### src/rtl/ieps_pkg.sv
// ----------------------------------------------------------------------------
// ieps_pkg: shared types and constants of the EEPROM pin sequencer.
// Holds the payload structs and the item codes used by all modules.
// ----------------------------------------------------------------------------
package ieps_pkg;

  localparam int PageBytesDefault = 16;
  localparam int BufDepth = 16;
  localparam logic [19:0] WaitResetTicks = 20'd5000;
  localparam logic [6:0] DevAddrReset = 7'd80;
  localparam int CfgDataWidth = 20;

  typedef enum logic [1:0] {
    KIND_TICK  = 2'd0,
    KIND_LOAD  = 2'd1,
    KIND_WRITE = 2'd2,
    KIND_READ  = 2'd3
  } kind_t;

  typedef enum logic {
    CFG_DEV_ADDR = 1'b0,
    CFG_WAIT     = 1'b1
  } cfg_reg_t;

  typedef struct packed {
    logic [1:0] kind;
    logic [7:0] mem_addr;
    logic [8:0] length;
    logic [3:0] buffer_index;
    logic [7:0] data_byte;
    logic       sda_in;
  } in_item_t;

  typedef struct packed {
    logic       scl;
    logic       sda_out;
    logic       busy_res;
    logic       read_valid;
    logic [7:0] read_data;
    logic       nack_seen;
  } out_item_t;

endpackage

### src/rtl/i2c_eeprom_pin_sequencer_unit.sv
// ----------------------------------------------------------------------------
// i2c_eeprom_pin_sequencer_unit: I2C master for a 24-series EEPROM.
// Queue-style input and result ports; one result per input beat.
// ----------------------------------------------------------------------------
// Every input beat yields exactly one result beat. The unit takes one beat
// per clock when results are drained; an accepted beat is registered in the
// input queue, the sequencer steps it once the result queue has room or is
// being popped and writes its result to the result queue, from which it is
// presented on the result ports until it is popped.
module i2c_eeprom_pin_sequencer_unit #(
  parameter int PAGE_BYTES = ieps_pkg::PageBytesDefault
) (
  input  logic                clk,
  input  logic                rst,
  input  logic                push,
  output logic                full,
  input  ieps_pkg::in_item_t  din,
  output logic                empty,
  input  logic                pop,
  output ieps_pkg::out_item_t dout,
  input  logic                cfg_we,
  input  logic                cfg_index,
  input  logic [ieps_pkg::CfgDataWidth-1:0] cfg_data
);
  import ieps_pkg::*;

  logic     q_valid, q_take;
  in_item_t q_item;

  ieps_front u_front (
    .clk, .rst, .push, .full, .din, .q_valid, .q_item, .q_take
  );

  ieps_back #(.PAGE_BYTES(PAGE_BYTES)) u_back (
    .clk, .rst, .cfg_we, .cfg_index, .cfg_data, .q_valid, .q_item, .q_take,
    .empty, .pop, .dout
  );

  // A read byte is reported only with SCL driven low.
  a_read_scl: assert property (@(posedge clk) disable iff (rst)
    (!empty && dout.read_valid) |-> !dout.scl) else $error("read with scl high");

  // Result data is zero when no byte completes.
  a_rdata: assert property (@(posedge clk) disable iff (rst)
    (!empty && !dout.read_valid) |-> dout.read_data == 8'd0) else $error("stray data");

  // A pending result is not lost without a pop.
  a_hold: assert property (@(posedge clk) disable iff (rst)
    (!empty && !pop) |=> !empty) else $error("result dropped");

endmodule

### src/rtl/ieps_front.sv
// ----------------------------------------------------------------------------
// ieps_front: input stage.
// Registers each accepted beat and passes it to the sequencer when it can.
// ----------------------------------------------------------------------------
module ieps_front (
  input  logic               clk,
  input  logic               rst,
  input  logic               push,
  output logic               full,
  input  ieps_pkg::in_item_t din,
  output logic               q_valid,
  output ieps_pkg::in_item_t q_item,
  input  logic               q_take
);
  import ieps_pkg::*;

  // Two-entry queue lets the front keep accepting while the back stalls.
  in_item_t   mem [2];
  logic       wr_ptr, rd_ptr;
  logic [1:0] count;

  assign full    = (count == 2'd2);
  assign q_valid = (count != 2'd0);
  assign q_item  = mem[rd_ptr];

  always_ff @(posedge clk) begin
    if (rst) begin
      wr_ptr <= 1'b0;
      rd_ptr <= 1'b0;
      count  <= 2'd0;
    end else begin
      if (push && !full) begin
        mem[wr_ptr] <= din;
        wr_ptr <= ~wr_ptr;
      end
      if (q_take && q_valid) rd_ptr <= ~rd_ptr;
      count <= count + 2'(push && !full) - 2'(q_take && q_valid);
    end
  end

endmodule

### src/rtl/ieps_back.sv
// ----------------------------------------------------------------------------
// ieps_back: bus sequencer.
// Executes one item per cycle while the result queue has room or is being popped,
// and stores its result in a two-entry queue.
module ieps_back #(
  parameter int PAGE_BYTES = ieps_pkg::PageBytesDefault
) (
  input  logic                clk,
  input  logic                rst,
  input  logic                cfg_we,
  input  logic                cfg_index,
  input  logic [19:0]         cfg_data,
  input  logic                q_valid,
  input  ieps_pkg::in_item_t  q_item,
  output logic                q_take,
  output logic                empty,
  input  logic                pop,
  output ieps_pkg::out_item_t dout
);
  import ieps_pkg::*;

  typedef enum logic [4:0] {
    PH_IDLE, PH_W_START, PH_W_DEV, PH_W_DEV_ACK, PH_W_ADDR, PH_W_ADDR_ACK,
    PH_W_DATA, PH_W_DATA_ACK, PH_W_STOP, PH_W_WAIT, PH_R_START, PH_R_DEV,
    PH_R_DEV_ACK, PH_R_ADDR, PH_R_ADDR_ACK, PH_R_RSTART, PH_R_DEVR,
    PH_R_DEVR_ACK, PH_R_READ, PH_R_NACK, PH_R_STOP
  } phase_t;

  localparam logic [8:0] PageLen = 9'(PAGE_BYTES);

  logic [6:0]  dev_addr;
  logic [19:0] wait_ticks;
  phase_t      phase, phase_next;
  logic [1:0]  sub_step, sub_next;
  logic [2:0]  bit_count, bit_next;
  logic [7:0]  shift_byte, shift_next, cur_addr, cur_addr_next;
  logic [8:0]  bytes_left, left_next;
  logic [3:0]  buf_ptr, ptr_next;
  logic [19:0] wait_count, wait_next;
  logic        scl, sda, scl_next, sda_next;
  logic        rvalid, nack;
  logic [7:0]  rdata;
  logic [7:0]  page_buffer [BufDepth];
  logic [8:0]  wlen;

  // Result queue.
  out_item_t  oq [2];
  logic       owp, orp;
  logic [1:0] ocount;
  logic       fire;

  assign empty  = (ocount == 2'd0);
  assign dout   = oq[orp];
  assign q_take = (ocount != 2'd2) || pop;
  assign fire   = q_valid && q_take;

  assign wlen     = (q_item.length > PageLen) ? PageLen : q_item.length;

  always_comb begin
    phase_next    = phase;
    sub_next      = sub_step;
    bit_next      = bit_count;
    shift_next    = shift_byte;
    cur_addr_next = cur_addr;
    left_next     = bytes_left;
    ptr_next      = buf_ptr;
    wait_next     = wait_count;
    scl_next      = scl;
    sda_next      = sda;
    rvalid        = 1'b0;
    rdata         = 8'd0;
    nack          = 1'b0;
    unique case (kind_t'(q_item.kind))
      KIND_LOAD: ;
      KIND_WRITE: begin
        if (phase == PH_IDLE) begin
          cur_addr_next = q_item.mem_addr;
          left_next     = wlen;
          ptr_next      = 4'd0;
          phase_next    = PH_W_START;
          sub_next      = 2'd0;
          bit_next      = 3'd0;
        end
      end
      KIND_READ: begin
        if (phase == PH_IDLE && q_item.length != 9'd0) begin
          cur_addr_next = q_item.mem_addr;
          left_next     = q_item.length;
          phase_next    = PH_R_START;
          sub_next      = 2'd0;
          bit_next      = 3'd0;
        end
      end
      KIND_TICK: begin
        // Stepping: at most one pin write per tick; sub_next advanced by default.
        sub_next = sub_step + 2'd1;
        unique case (phase)
          PH_W_START, PH_R_START, PH_R_RSTART: begin
            unique case (sub_step)
              2'd0: sda_next = 1'b1;
              2'd1: scl_next = 1'b1;
              2'd2: sda_next = 1'b0;
              default: scl_next = 1'b0;
            endcase
          end
          PH_W_DEV, PH_W_ADDR, PH_W_DATA, PH_R_DEV, PH_R_ADDR, PH_R_DEVR: begin
            if (sub_step == 2'd0) sda_next = shift_byte[3'd7 - bit_count];
            else if (sub_step == 2'd1) scl_next = 1'b1;
            else begin
              scl_next = 1'b0;
              sub_next = 2'd0;
              bit_next = bit_count + 3'd1;
            end
          end
          PH_W_DEV_ACK, PH_W_ADDR_ACK, PH_W_DATA_ACK, PH_R_DEV_ACK,
          PH_R_ADDR_ACK, PH_R_DEVR_ACK, PH_R_NACK: begin
            if (sub_step == 2'd0) sda_next = 1'b1;
            else if (sub_step == 2'd1) scl_next = 1'b1;
            else begin
              scl_next = 1'b0;
              nack = (phase != PH_R_NACK) && q_item.sda_in;
            end
          end
          PH_R_READ: begin
            if (sub_step == 2'd0) begin
              sda_next   = 1'b1;
              shift_next = 8'd0;
            end else if (sub_step == 2'd1) scl_next = 1'b1;
            else begin
              scl_next   = 1'b0;
              shift_next = {shift_byte[6:0], q_item.sda_in};
              sub_next   = 2'd1;
              bit_next   = bit_count + 3'd1;
              if (bit_count == 3'd7) begin
                rvalid    = 1'b1;
                rdata     = shift_next;
                left_next = bytes_left - 9'd1;
              end
            end
          end
          PH_W_STOP, PH_R_STOP: begin
            if (sub_step == 2'd0) sda_next = 1'b0;
            else if (sub_step == 2'd1) scl_next = 1'b1;
            else sda_next = 1'b1;
          end
          PH_W_WAIT: begin
            if (wait_count > 20'd0) wait_next = wait_count - 20'd1;
            if (wait_count <= 20'd1) phase_next = PH_IDLE;
          end
          default: sub_next = sub_step;
        endcase

        // Phase completion: start is four steps, others end on step two.
        if ((phase == PH_W_START || phase == PH_R_START || phase == PH_R_RSTART)
            ? (sub_step == 2'd3)
            : ((sub_step == 2'd2) && phase != PH_IDLE && phase != PH_W_WAIT &&
               !((phase == PH_W_DEV || phase == PH_W_ADDR || phase == PH_W_DATA ||
                  phase == PH_R_DEV || phase == PH_R_ADDR || phase == PH_R_DEVR ||
                  phase == PH_R_READ) && bit_count != 3'd7))) begin
          sub_next = 2'd0;
          bit_next = 3'd0;
          unique case (phase)
            PH_W_START: begin
              phase_next = PH_W_DEV;
              shift_next = {dev_addr, 1'b0};
            end
            PH_W_DEV:     phase_next = PH_W_DEV_ACK;
            PH_W_DEV_ACK: begin
              phase_next = PH_W_ADDR;
              shift_next = cur_addr;
            end
            PH_W_ADDR:    phase_next = PH_W_ADDR_ACK;
            PH_W_DATA:    phase_next = PH_W_DATA_ACK;
            PH_W_ADDR_ACK, PH_W_DATA_ACK: begin
              if (bytes_left != 9'd0) begin
                phase_next = PH_W_DATA;
                shift_next = page_buffer[buf_ptr];
                ptr_next   = buf_ptr + 4'd1;
                left_next  = bytes_left - 9'd1;
              end else phase_next = PH_W_STOP;
            end
            PH_W_STOP: begin
              if (wait_ticks != 20'd0) begin
                phase_next = PH_W_WAIT;
                wait_next  = wait_ticks;
              end else phase_next = PH_IDLE;
            end
            PH_R_START: begin
              phase_next = PH_R_DEV;
              shift_next = {dev_addr, 1'b0};
            end
            PH_R_DEV:     phase_next = PH_R_DEV_ACK;
            PH_R_DEV_ACK: begin
              phase_next = PH_R_ADDR;
              shift_next = cur_addr;
            end
            PH_R_ADDR:     phase_next = PH_R_ADDR_ACK;
            PH_R_ADDR_ACK: phase_next = PH_R_RSTART;
            PH_R_RSTART: begin
              phase_next = PH_R_DEVR;
              shift_next = {dev_addr, 1'b1};
            end
            PH_R_DEVR:     phase_next = PH_R_DEVR_ACK;
            PH_R_DEVR_ACK: phase_next = PH_R_READ;
            PH_R_READ:     phase_next = PH_R_NACK;
            PH_R_NACK:     phase_next = PH_R_STOP;
            PH_R_STOP: begin
              if (left_next != 9'd0) begin
                cur_addr_next = cur_addr + 8'd1;
                phase_next    = PH_R_START;
              end else phase_next = PH_IDLE;
            end
            default: phase_next = PH_IDLE;
          endcase
        end
      end
      default: ;
    endcase
  end

  // Sequencer state, configuration and result queue.
  always_ff @(posedge clk) begin
    if (rst) begin
      dev_addr   <= DevAddrReset;
      wait_ticks <= WaitResetTicks;
      phase      <= PH_IDLE;
      sub_step   <= 2'd0;
      bit_count  <= 3'd0;
      shift_byte <= 8'd0;
      cur_addr   <= 8'd0;
      bytes_left <= 9'd0;
      buf_ptr    <= 4'd0;
      wait_count <= 20'd0;
      scl        <= 1'b1;
      sda        <= 1'b1;
      owp        <= 1'b0;
      orp        <= 1'b0;
      ocount     <= 2'd0;
    end else begin
      if (cfg_we) begin
        if (cfg_reg_t'(cfg_index) == CFG_DEV_ADDR) dev_addr <= cfg_data[6:0];
        else wait_ticks <= cfg_data;
      end
      if (fire) begin
        phase      <= phase_next;
        sub_step   <= sub_next;
        bit_count  <= bit_next;
        shift_byte <= shift_next;
        cur_addr   <= cur_addr_next;
        bytes_left <= left_next;
        buf_ptr    <= ptr_next;
        wait_count <= wait_next;
        scl        <= scl_next;
        sda        <= sda_next;
        oq[owp]    <= '{scl: scl_next, sda_out: sda_next,
                        busy_res: (phase_next != PH_IDLE), read_valid: rvalid,
                        read_data: rdata, nack_seen: nack};
        owp        <= ~owp;
      end
      if (pop && !empty) orp <= ~orp;
      ocount <= ocount + 2'(fire) - 2'(pop && !empty);
    end
  end

  // Page buffer writes from load beats.
  always_ff @(posedge clk) begin
    if (fire && kind_t'(q_item.kind) == KIND_LOAD)
      page_buffer[q_item.buffer_index] <= q_item.data_byte;
  end

endmodule
### config.mk
export PLATFORM = sky130hd
export DESIGN_NAME = i2c_eeprom_pin_sequencer_unit
export DESIGN_NICKNAME = d
export VERILOG_FILES = /design/src/rtl/ieps_pkg.sv /design/src/rtl/i2c_eeprom_pin_sequencer_unit.sv /design/src/rtl/ieps_front.sv /design/src/rtl/ieps_back.sv
export SDC_FILE = /design/constraint.sdc
export NUM_CORES = 1
export LEC_CHECK = 0
export BUFFER_PORTS_ARGS = -buffer_cell sky130_fd_sc_hd__buf_2
export CAP_MARGIN = 20
export CELL_PAD_IN_SITES_DETAIL_PLACEMENT = 1
export CELL_PAD_IN_SITES_GLOBAL_PLACEMENT = 2
export CORE_MARGIN = 3
export CORE_UTILIZATION = 45
export DETAILED_ROUTE_END_ITERATION = 10
export PLACE_DENSITY = 0.92
export SYNTH_ARGS = -nofsm -noshare
export SYNTH_HDL_FRONTEND = slang
export SYNTH_HIERARCHICAL = 1
export SYNTH_SLANG_ARGS = --single-unit
### constraint.sdc
create_clock -name clk -period 6.1 [get_ports clk]
set_clock_uncertainty 0.05 [all_clocks]
set_input_delay 0.61 -clock clk [delete_from_list [all_inputs] [get_ports clk]]
set_output_delay 0.61 -clock clk [all_outputs]
set_load 0.02 [all_outputs]
==> flow_metrics.py, run 1 <==
metrics = {
    "worst_hold_path": {
        "worst_hold_path.endpoint": "u_front/mem[1][6]$_DFFE_PP_",
        "hp-start": "din[6]",
        "min_path_cells": 1,
        "hold_class": "in2reg",
    },
    "worst_setup_path": {
        "ff2ff_path_depth": 10,
        "crit_path_end_kind": "register",
        "path_max_fanout": 32,
        "crit_arrival_ns": 3.92,
        "r2r_end": "u_back/cur_addr[6]$_SDFFE_PP0P_",
        "worstSetupPathType": "reg2reg",
        "regToRegSetupSlack_ns": 2.55,
        "critPathLaunchType": "register",
        "worstPathRequired_ns": 6.48,
    },
    "route": {
        "wl_per_cell_um": 22.83,
        "ant_nets": 0,
        "routedLengthMet1_um": 16830,
        "vias": 10150,
        "dr_wl_met3_um": 1872,
        "via_per_inst": 5.909,
        "dr.pass1.iters": 5,
        "wl_um": 39220,
        "drc": 0,
        "first_iter_violations": 866,
        "wl_met2_um": 19620,
        "top_layer": "met4",
    },
    "synth": {
        "synth.distinct_cells": 90,
        "syn_area_mm2": 0.01460,
        "yosys.area.top_type": "edfxtp_1",
        "synth_top_area_frac": 0.4484,
        "avgSynthCellArea_um2": 12.27,
        "synth_most_common_cell": "edfxtp_1",
        "ys_seq_elements": 320,
        "syn-num-nets": 1270,
        "ys_seq_area_frac": 0.5883,
        "ys.flop_type": "edfxtp_1",
        "synth_area_leaders": "edfxtp_1, dfxtp_1, mux4_2",
        "ys_async_sr_fraction": 0,
        "syn-instance-count": 1190,
        "synth_edf_count": 218,
        "ys_warn_count": 6,
        "synthTopCellsByCount": "edfxtp_1, nand2_1, dfxtp_1",
    },
    "timing": {
        "rsz0062_at_grt": "no",
        "period_minus_slack_ns": 3.548,
        "finalSetupViolations": 0,
        "fin_setup_tns_ns": 0,
        "slew_headroom": 0.2620,
        "drv_slew": 0,
        "tightest_slew_ns": 1.098,
        "fmax_mhz": 281.9,
        "final-hold-violation-count": 0,
        "fin_crit_sh": 0.5816,
    },
    "power": {
        "vdd_drop_max_uv": 288.4,
        "power_frac_comb": 0.283,
        "powerDensity_mw_per_mm2": 399.0,
        "seq_power_share": 0.420,
        "p_switching_mw": 2.201,
        "clock_power_share": 0.297,
        "finalPower_mw": 6.555,
        "p_leak_nw": 5.563,
        "power.share.switching": 0.3357,
        "intPower_mw": 4.354,
    },
    "clocking": {
        "clk_pin_slew_ns": 0.06,
        "ctsResizeCount": 0,
        "cts_max_path_buffers": 3,
        "post-cts-setup-buffer-count": 0,
        "cts_tree": "yes",
        "cts_root_buffer": "clkbuf_16",
        "h-tree-depth": 2,
        "clock_sinks": 320,
        "insertion_delay_ns": 0.51,
        "numCtsBuffers": 35,
        "cts_hold_buf": 0,
    },
    "global_route": {
        "grt_pass1_vias": 10370,
        "antenna_found_initial": 0,
        "grt_usage": 0.2290,
        "grt-ovfl-total": 0,
        "grt_max_degree": 72,
        "grt_pass1_wl_um": 61340,
    },
    "floorplan": {
        "dieArea_mm2": 0.03464,
        "start_util": 0.4591,
        "die_x_um": 186.1,
        "rows": 65,
        "io_pins": 73,
        "core_mm2": 0.03180,
        "fp.dieH_um": 186.1,
    },
    "layout": {
        "syn2layout_area_growth_pct": 12.54,
        "num-nets-final": 1338,
        "drive_gt1_frac": 0.1980,
        "diodes": 0,
    },
    "placed_design": {
        "port_buffers": 72,
        "gp_congestion": 0.8421,
        "hpwl_um": 27000,
    },
    "flow_run": {
        "max_cap_violations": 0,
    },
    "run_status": {
        "status": "finished clean",
    },
}
## flip-flops by register name, summed over array words and instances (netlist names), 5 cells and up, named ones only
register / flops
u_back/page_buffer: 128
u_front/mem: 64
u_back/oq: 26
u_back/wait_count: 20
u_back/wait_ticks: 20
u_back/bytes_left: 9
u_back/cur_addr: 8
u_back/shift_byte: 8
u_back/dev_addr: 7
u_back/phase: 5
## worst max-delay path, stage by stage (launching register included)
cell and delay, ns:
dfxtp_1 0.31, buf_4 0.40, mux2_2 0.42, or4_1 0.53, nor2_1 0.29, a21oi_1 0.20, o21ai_0 0.26, nor2_1 0.22
a21oi_1 0.49, o211ai_1 0.17, o21ai_0 0.11
## layout make-up
| type | count | area, um^2 |
|---|---|---|
| fill | 3261 | 15370 |
| multi-input combinational | 783 | 5644 |
| timing repair buffer | 92 | 516.7 |
| clock buffer | 44 | 909.6 |
| tap | 435 | 544.3 |
| clock inverter | 18 | 126.4 |
| inverter | 26 | 97.59 |
| sequential | 320 | 8591 |
## worst max-delay path by stage
stage	startpoint	to	slack [ns]	depth (start not counted)
2_1_floorplan	push	u_front/mem[1][0]$_DFFE_PP_	2.52	2
3_3_place_gp	register	u_back/cur_addr[7]$_SDFFE_PP0P_	2.72	10
3_5_place_dp	register	u_back/cur_addr[6]$_SDFFE_PP0P_	2.62	10
4_1_cts	register	u_back/cur_addr[6]$_SDFFE_PP0P_	2.55	10
5_1_grt	register	u_back/cur_addr[5]$_SDFFE_PP0P_	2.29	10
6_report	register	u_back/cur_addr[6]$_SDFFE_PP0P_	2.55	10
## metal layers
layer  up-vias  track usage
met5         -            0
met4         0      0.05541
met3        63      0.02873
met2       272       0.3971
met1      5129       0.3097
li1       4687            -
## power groups by stage
stage | Combinational, mW | Clock, mW | Sequential, mW
finish | 1.85 | 1.95 | 2.76
global placement | 1.78 | 0 | 2.78
global route | 2.04 | 2.08 | 2.78
floorplan | 1.33 | 0 | 2.73
detailed placement | 1.83 | 0 | 2.80
CTS | 1.85 | 1.99 | 2.76
## placed cells by master, fill, tap and decap left out, drive strengths merged, types with 7 or more instances in the layout
cell type / count
a211oi: 10
a21oi: 67
a221oi: 7
a222oi: 7
a22o: 7
a22oi: 21
and2: 16
and3: 8
buf: 92
clkbuf: 44
clkinv: 13
dfxtp: 102
edfxtp: 218
ha: 22
inv: 28
mux2: 47
mux2i: 10
mux4: 42
nand2: 112
nand2b: 13
nand3: 23
nand3b: 8
nor2: 100
nor2b: 14
nor3: 47
nor4: 19
o211ai: 8
o21ai: 54
o22ai: 10
or2: 9
or3: 11
## cells by family after synthesis
| kind of cell | synth area share |
|---|---|
| AND/OR/NAND/NOR | 0.1379 |
| buffers and inverters | 0.02631 |
| AO/OA/AOI/OAI | 0.1146 |
| adder cells (fa/ha/maj) | 0.01885 |
| flip-flops | 0.5883 |
| XOR/XNOR | 0.005400 |
| multiplexers | 0.1087 |
## metrics by stage
step / cells / utilization / hold slack (ns) / setup slack (ns) / instance area, um^2
after detailed placement: 1655 / 0.4837 / 0.4152 / 2.621 / 15380
after global placement: 1655 / 0.4837 / 0.4040 / 2.719 / 15380
final: 1718 / 0.5167 / 0.2353 / 2.552 / 16430
after floorplan: 1190 / - / 0.3860 / 2.521 / 14600
after global routing: 1718 / 0.5167 / 0.2224 / 2.292 / 16430
after CTS: 1717 / 0.5163 / 0.2160 / 2.554 / 16420
(Power assumes the default switching activity.)
==> inputs of run 2 (changes only) <==
CORE_UTILIZATION = 43   (was 45)
PLACE_DENSITY = 0.89   (was 0.92)
clock period = 3.6 ns   (was 6.1 ns; I/O delays follow)
==> run 2 against run 1 <==
Against the previous run:
- first-iteration DRC count is 2.0% lower
- global-route usage is 0.18 points higher
- sequential power up 73%
- combinational power rose by 76%
- routed wire length is 5.9% higher
- hold slack got worse by 0.22 ns
- register-to-register slack got worse by 2.2 ns
- non-clock buffer count is 54 higher
- core utilization is 0.25 points higher
- clock power grew 98%
- largest cell class unchanged
==> flow_metrics.py, run 2 (synthesized netlist as in run 1, its figures left out) <==
metrics = {
    "run_status": {
        "status": "finished clean",
    },
    "power": {
        "powerDensity_mw_per_mm2": 693.5,
        "clock_power_share": 0.324,
        "p_switching_mw": 3.955,
        "intPower_mw": 7.939,
        "seq_power_share": 0.402,
        "vdd_drop_max_uv": 450.1,
        "p_leak_nw": 5.904,
        "power_frac_comb": 0.274,
        "power.share.switching": 0.3325,
    },
    "global_route": {
        "use_met3": 0.03364,
        "busiest_layer": "met2",
        "gr-usage-met2": 0.3926,
        "grt-ovfl-total": 0,
        "grt_pass1_wl_um": 64940,
        "met1_usage": 0.3098,
        "grt_pass1_vias": 10740,
        "grt_max_degree": 73,
        "antenna_found_initial": 2,
        "grt_usage": 0.2308,
    },
    "timing": {
        "drv_slew": 0,
        "fin_setup_tns_ns": 0,
        "fmax_mhz": 304.3,
        "slew_headroom": 0.3781,
        "final-hold-violation-count": 0,
        "tightest_slew_ns": 0.9249,
        "period_minus_slack_ns": 3.286,
        "finalSetupViolations": 0,
        "rsz0062_at_grt": "no",
        "fin_crit_sh": 0.9129,
    },
    "clocking": {
        "insertion_delay_ns": 0.54,
        "cts_tree": "yes",
        "cts_max_path_buffers": 3,
        "numCtsBuffers": 35,
        "clock_sinks": 320,
        "clk_pin_slew_ns": 0.06,
        "h-tree-depth": 2,
        "cts_root_buffer": "clkbuf_16",
        "post-cts-setup-buffer-count": 0,
    },
    "floorplan": {
        "io_pins": 73,
        "rows": 66,
        "start_util": 0.4420,
        "die_x_um": 190.3,
        "fp.dieH_um": 190.3,
        "core_mm2": 0.03303,
        "dieArea_mm2": 0.03620,
    },
    "layout": {
        "drive_gt1_frac": 0.2121,
        "num-fill-cells": 3413,
        "final_common_cell": "edfxtp_1",
        "reg_top3": "u_back/page_buffer (128), u_front/mem (64), u_back/oq (26)",
        "diodes": 0,
        "syn2layout_area_growth_pct": 17.47,
        "largest_register": "u_back/page_buffer",
        "seq_area_mm2": 0.008591,
        "final-instance-count-excl-fill": 1781,
        "largest_register_ffs": 128,
        "final_cell_mix": "edfxtp_1, nand2_1, dfxtp_1",
        "num-nets-final": 1392,
        "multi_input_area_mm2": 0.005658,
    },
    "worst_setup_path": {
        "path_max_fanout": 9,
        "crit_arrival_ns": 3.60,
        "worstPathRequired_ns": 3.92,
        "critPathLaunchType": "register",
        "worstSetupPathType": "reg2reg",
        "crit_path_end_kind": "register",
    },
    "route": {
        "via_per_inst": 5.834,
        "first_iter_violations": 849,
        "drc": 0,
        "wl_um": 41550,
        "ant_nets": 0,
        "dr.pass1.iters": 7,
        "wl_per_cell_um": 23.33,
        "vias": 10390,
    },
    "flow_run": {
        "max_cap_violations": 0,
    },
    "placed_design": {
        "dp.cells": 1680,
        "gp_congestion": 0.8640,
        "port_buffers": 72,
        "hpwl_um": 27520,
    },
    "worst_hold_path": {
        "hold_class": "in2reg",
    },
}
[run 2: changes by cell type in the layout (fill, tap and decap cells not counted), moves of 2 or more]
cell | before | now
buf_4 | 20 | 37
bufinv_16 | 1 | 7
clkinv_1 | 10 | 3
clkinv_2 | 3 | 5
clkinvlp_4 | 2 | 0
dlygate4sd3_1 | 0 | 35
[run 2: area by class of cell]
cell class	instances	area share
Sequential cell	320	0.5009
Multi-Input combinational cell	783	0.3299
Timing Repair Buffer	146	0.05983
Clock buffer	45	0.05326
Tap cell	442	0.03225
Clock inverter	19	0.01809
Inverter	26	0.005691
[run 2: what timing repair did]
action                     in CTS  in global routing
hold buffers                   35                  0
setup endpoints to repair       0                  9
gates resized for setup         0                  4
hold endpoints to repair       66                  0
[run 2: stage by stage]
stage               worst slack, ns  power (mW)  hold WS, ns    util  cell area, um^2
finish                       0.3136       11.89      0.01200  0.5192            17150
global route                0.04269       12.45      0.02882  0.5192            17150
floorplan                   0.06854       6.887       0.3816       -            14600
detailed placement           0.1023       7.989       0.4053  0.4705            15540
global placement             0.2763       7.882       0.4042  0.4705            15540
CTS                         0.05989       11.87     0.002102  0.5182            17120
[run 2: power groups by stage]
stage	Clock [mW]	Sequential, mW	Combinational (mW)
final	3.86	4.78	3.26
after global routing	4.07	4.83	3.55
after CTS	3.89	4.78	3.20
after detailed placement	0	4.85	3.14
after global placement	0	4.82	3.06
after floorplan	0	4.63	2.26
[run 2: final timing paths]
| kind | start | endpoint | slack [ns] | cells past startpoint |
|---|---|---|---|---|
| setup / recovery | register | u_back/bit_count[2]$_SDFFE_PP0P_ | 0.31 | 9 |
| hold / removal | cfg_data[7] | u_back/wait_ticks[7]$_SDFFE_PP1P_ | 0.01 | 3 |
| setup reg to reg | register | u_back/bit_count[2]$_SDFFE_PP0P_ | 0.31 | 9 |
| hold reg to reg | u_back/scl$_SDFFE_PP1P_ | u_back/scl$_SDFFE_PP1P_ | 0.41 | 2 |
[run 2: worst max-delay path, cell delays in order, from the launching register on]
cell	delay [ns]
dfxtp_1	0.58
mux2_2	0.40
or4_1	0.51
nor2_1	0.29
a21oi_1	0.19
o21ai_0	0.34
nor2_1	0.17
o21ai_1	0.26
mux2i_1	0.27
nor2_1	0.07
[run 2: layer usage]
layer  vias up  share of wire
met4         4          0.028
met1      5251           0.43
li1       4790              -
met5         -        0.00075
met3        82          0.042
met2       263           0.50
==> inputs of run 3 (changes only) <==
CORE_UTILIZATION = 42   (was 43)
PLACE_DENSITY = 0.88   (was 0.89)
SYNTH_HIERARCHICAL = unset   (was 1)
==> run 3 against run 2 <==
Against the previous run:
- critical path depth unchanged
- core utilization shrank 2.0 points
- global-route usage down 1.0 points
- design area up 1.5%
- final cell count rose by 5.0%
- largest power group unchanged
==> flow_metrics.py, run 3 <==
metrics = {
    "run_status": {
        "status": "finished clean",
    },
    "route": {
        "wl_um": 42650,
        "vias": 10980,
        "ant_nets": 0,
        "first_iter_violations": 759,
        "dr.pass1.iters": 5,
        "via_per_inst": 5.871,
        "drc": 0,
        "wl_per_cell_um": 22.81,
    },
    "clocking": {
        "clk_pin_slew_ns": 0.06,
        "numCtsBuffers": 35,
        "clock_sinks": 320,
        "cts_max_path_buffers": 3,
        "insertion_delay_ns": 0.53,
        "cts_root_buffer": "clkbuf_16",
        "h-tree-depth": 2,
        "cts_tree": "yes",
        "post-cts-setup-buffer-count": 0,
    },
    "global_route": {
        "grt_max_degree": 64,
        "grt_pass1_vias": 11420,
        "grt_pass1_wl_um": 66270,
        "busiest_layer": "met2",
        "met1_usage": 0.2926,
        "gr-usage-met2": 0.3757,
        "antenna_found_initial": 1,
        "grt_usage": 0.2207,
        "use_met3": 0.03501,
        "grt-ovfl-total": 0,
    },
    "synth": {
        "ys_warn_count": 0,
        "synth_area_leaders": "edfxtp_1, dfxtp_1, mux4_2",
        "syn-instance-count": 1276,
        "ys.flop_type": "edfxtp_1",
        "synth_most_common_cell": "edfxtp_1",
        "avgSynthCellArea_um2": 11.74,
        "synth.distinct_cells": 85,
        "ys_seq_elements": 320,
        "synthTopCellsByCount": "edfxtp_1, nand2_1, nor2_1",
        "synth_top_area_frac": 0.4369,
        "yosys.area.top_type": "edfxtp_1",
        "ys_async_sr_fraction": 0,
        "ys_seq_area_frac": 0.5732,
        "syn_area_mm2": 0.01498,
        "syn-num-nets": 1357,
        "synth_edf_count": 218,
    },
    "timing": {
        "drv_slew": 0,
        "fin_setup_tns_ns": 0,
        "final-hold-violation-count": 0,
        "slew_headroom": 0.3392,
        "finalSetupViolations": 0,
        "fmax_mhz": 299.1,
        "period_minus_slack_ns": 3.343,
        "rsz0062_at_grt": "no",
        "fin_crit_sh": 0.9286,
        "tightest_slew_ns": 0.9875,
    },
    "power": {
        "clock_power_share": 0.311,
        "vdd_drop_max_uv": 423.8,
        "powerDensity_mw_per_mm2": 627.6,
        "seq_power_share": 0.429,
        "power_frac_comb": 0.261,
        "power.share.switching": 0.3301,
        "p_leak_nw": 5.892,
        "intPower_mw": 7.318,
        "p_switching_mw": 3.607,
    },
    "layout": {
        "seq_area_mm2": 0.008591,
        "final_cell_mix": "edfxtp_1, nand2_1, nor2_1",
        "final_common_cell": "edfxtp_1",
        "syn2layout_area_growth_pct": 16.18,
        "largest_register_ffs": 128,
        "reg_top3": "u_back.page_buffer (128), u_front.mem (64), u_back.oq (26)",
        "final-instance-count-excl-fill": 1870,
        "diodes": 0,
        "num-fill-cells": 3713,
        "num-nets-final": 1470,
        "drive_gt1_frac": 0.1908,
        "multi_input_area_mm2": 0.005946,
        "largest_register": "u_back.page_buffer",
    },
    "worst_setup_path": {
        "crit_family": "compound AO/OA/AOI/OAI gates",
        "crit_arrival_ns": 3.68,
        "path_max_fanout": 10,
        "crit_path_end_kind": "register",
        "critPathLaunchType": "register",
        "cpMostUsedCell": "nor3_1",
        "crit_buf_inv": 1,
        "worstSetupPathType": "reg2reg",
        "crit_chain": "inv_1 > ha_1 > or4b_1 > o41ai_1 > o2111ai_1 > o221ai_4 > nor3_1 > o31ai_1 > nor3_1",
        "critPathSlowestCell": "or4b_1",
        "worstPathRequired_ns": 3.94,
        "critical-path-max-stage-delay_ns": 0.69,
    },
    "worst_hold_path": {
        "hold_class": "in2reg",
    },
    "placed_design": {
        "hpwl_um": 29490,
        "gp_congestion": 0.8952,
        "port_buffers": 72,
        "dp.cells": 1773,
    },
    "floorplan": {
        "fp.dieH_um": 194.9,
        "start_util": 0.4295,
        "core_mm2": 0.03488,
        "io_pins": 73,
        "rows": 68,
        "dieArea_mm2": 0.03797,
        "die_x_um": 194.9,
    },
    "flow_run": {
        "max_cap_violations": 0,
    },
}
==> run 3: kinds of logic after synthesis <==
family	count (synthesis)	synth area share
and+or+nand+nor	394	0.1264
DFF	320	0.5732
AOI/OAI and AO/OA	311	0.1400
buffers and inverters	117	0.03098
muxes	99	0.1032
adders and majority gates	23	0.01921
xor gates and xnor gates	12	0.007015
==> run 3: worst reg2reg max path, delay by kind of cell (launching register included) <==
family,cells,cell delay (ns)
fa+ha+maj,1,0.31
compound gates,4,1.42
simple gates,3,0.88
buf+inv,1,0.12
flops,1,0.41
==> run 3: area by class of cell <==
cell class | instances | area share
clock buffers | 51 | 0.05736
clock inverters | 12 | 0.004601
inverters | 42 | 0.009058
multi-input cells | 839 | 0.3416
flip-flops and latches | 320 | 0.4936
well taps | 455 | 0.03271
repair buffers | 151 | 0.06110
==> run 3: routing by layer <==
metal | wire length (um) | part of all wire | vias to the layer above
met5 | 13 | 0.00030 | -
met4 | 1159 | 0.027 | 2
met3 | 1931 | 0.045 | 69
met2 | 21240 | 0.50 | 287
met1 | 18310 | 0.43 | 5517
li1 | - | - | 5104
==> run 3: repair_timing <==
| item | 4_1_cts | 5_1_grt |
|---|---|---|
| gates resized for setup | 0 | 0 |
| hold buffers | 34 | 0 |
| endpoints found under the hold margin | 66 | 0 |
==> run 3: worst paths after layout <==
check / cells after the start / startpoint / slack, ns / end
max reg2reg: 9 / u_back.sub_step[1]$_SDFFE_PP0P_ / 0.26 / u_back.cur_addr[4]$_SDFFE_PP0P_
min reg2reg: 2 / u_back.wait_ticks[0]$_SDFFE_PP0P_ / 0.43 / u_back.wait_ticks[0]$_SDFFE_PP0P_
max: 9 / u_back.sub_step[1]$_SDFFE_PP0P_ / 0.26 / u_back.cur_addr[4]$_SDFFE_PP0P_
min: 3 / cfg_data[8] / 0.02 / u_back.wait_ticks[8]$_SDFFE_PP1P_
==> run 3: power by group through the flow <==
| stage | sequential (mW) | combinational (mW) | clock, mW |
|---|---|---|---|
| after detailed placement | 4.75 | 2.76 | 0 |
| after global routing | 4.72 | 3.12 | 3.64 |
| after global placement | 4.73 | 2.68 | 0 |
| after floorplan | 4.56 | 1.95 | 0 |
| after CTS | 4.68 | 2.82 | 3.47 |
| final | 4.68 | 2.85 | 3.39 |
==> run 3: through the flow <==
stage | cell area [um^2] | utilization | hold slack [ns] | power, mW | setup slack (ns)
2_1_floorplan | 14980 | - | 0.3860 | 6.506 | 0.1020
3_3_place_gp | 15990 | 0.4583 | 0.4044 | 7.410 | 0.4125
3_5_place_dp | 15990 | 0.4583 | 0.4187 | 7.513 | 0.2977
4_1_cts | 17410 | 0.4990 | 0.001010 | 10.97 | 0.2740
5_1_grt | 17410 | 0.4990 | 0.01956 | 11.48 | 0.06324
6_report | 17410 | 0.4990 | 0.02193 | 10.92 | 0.2572
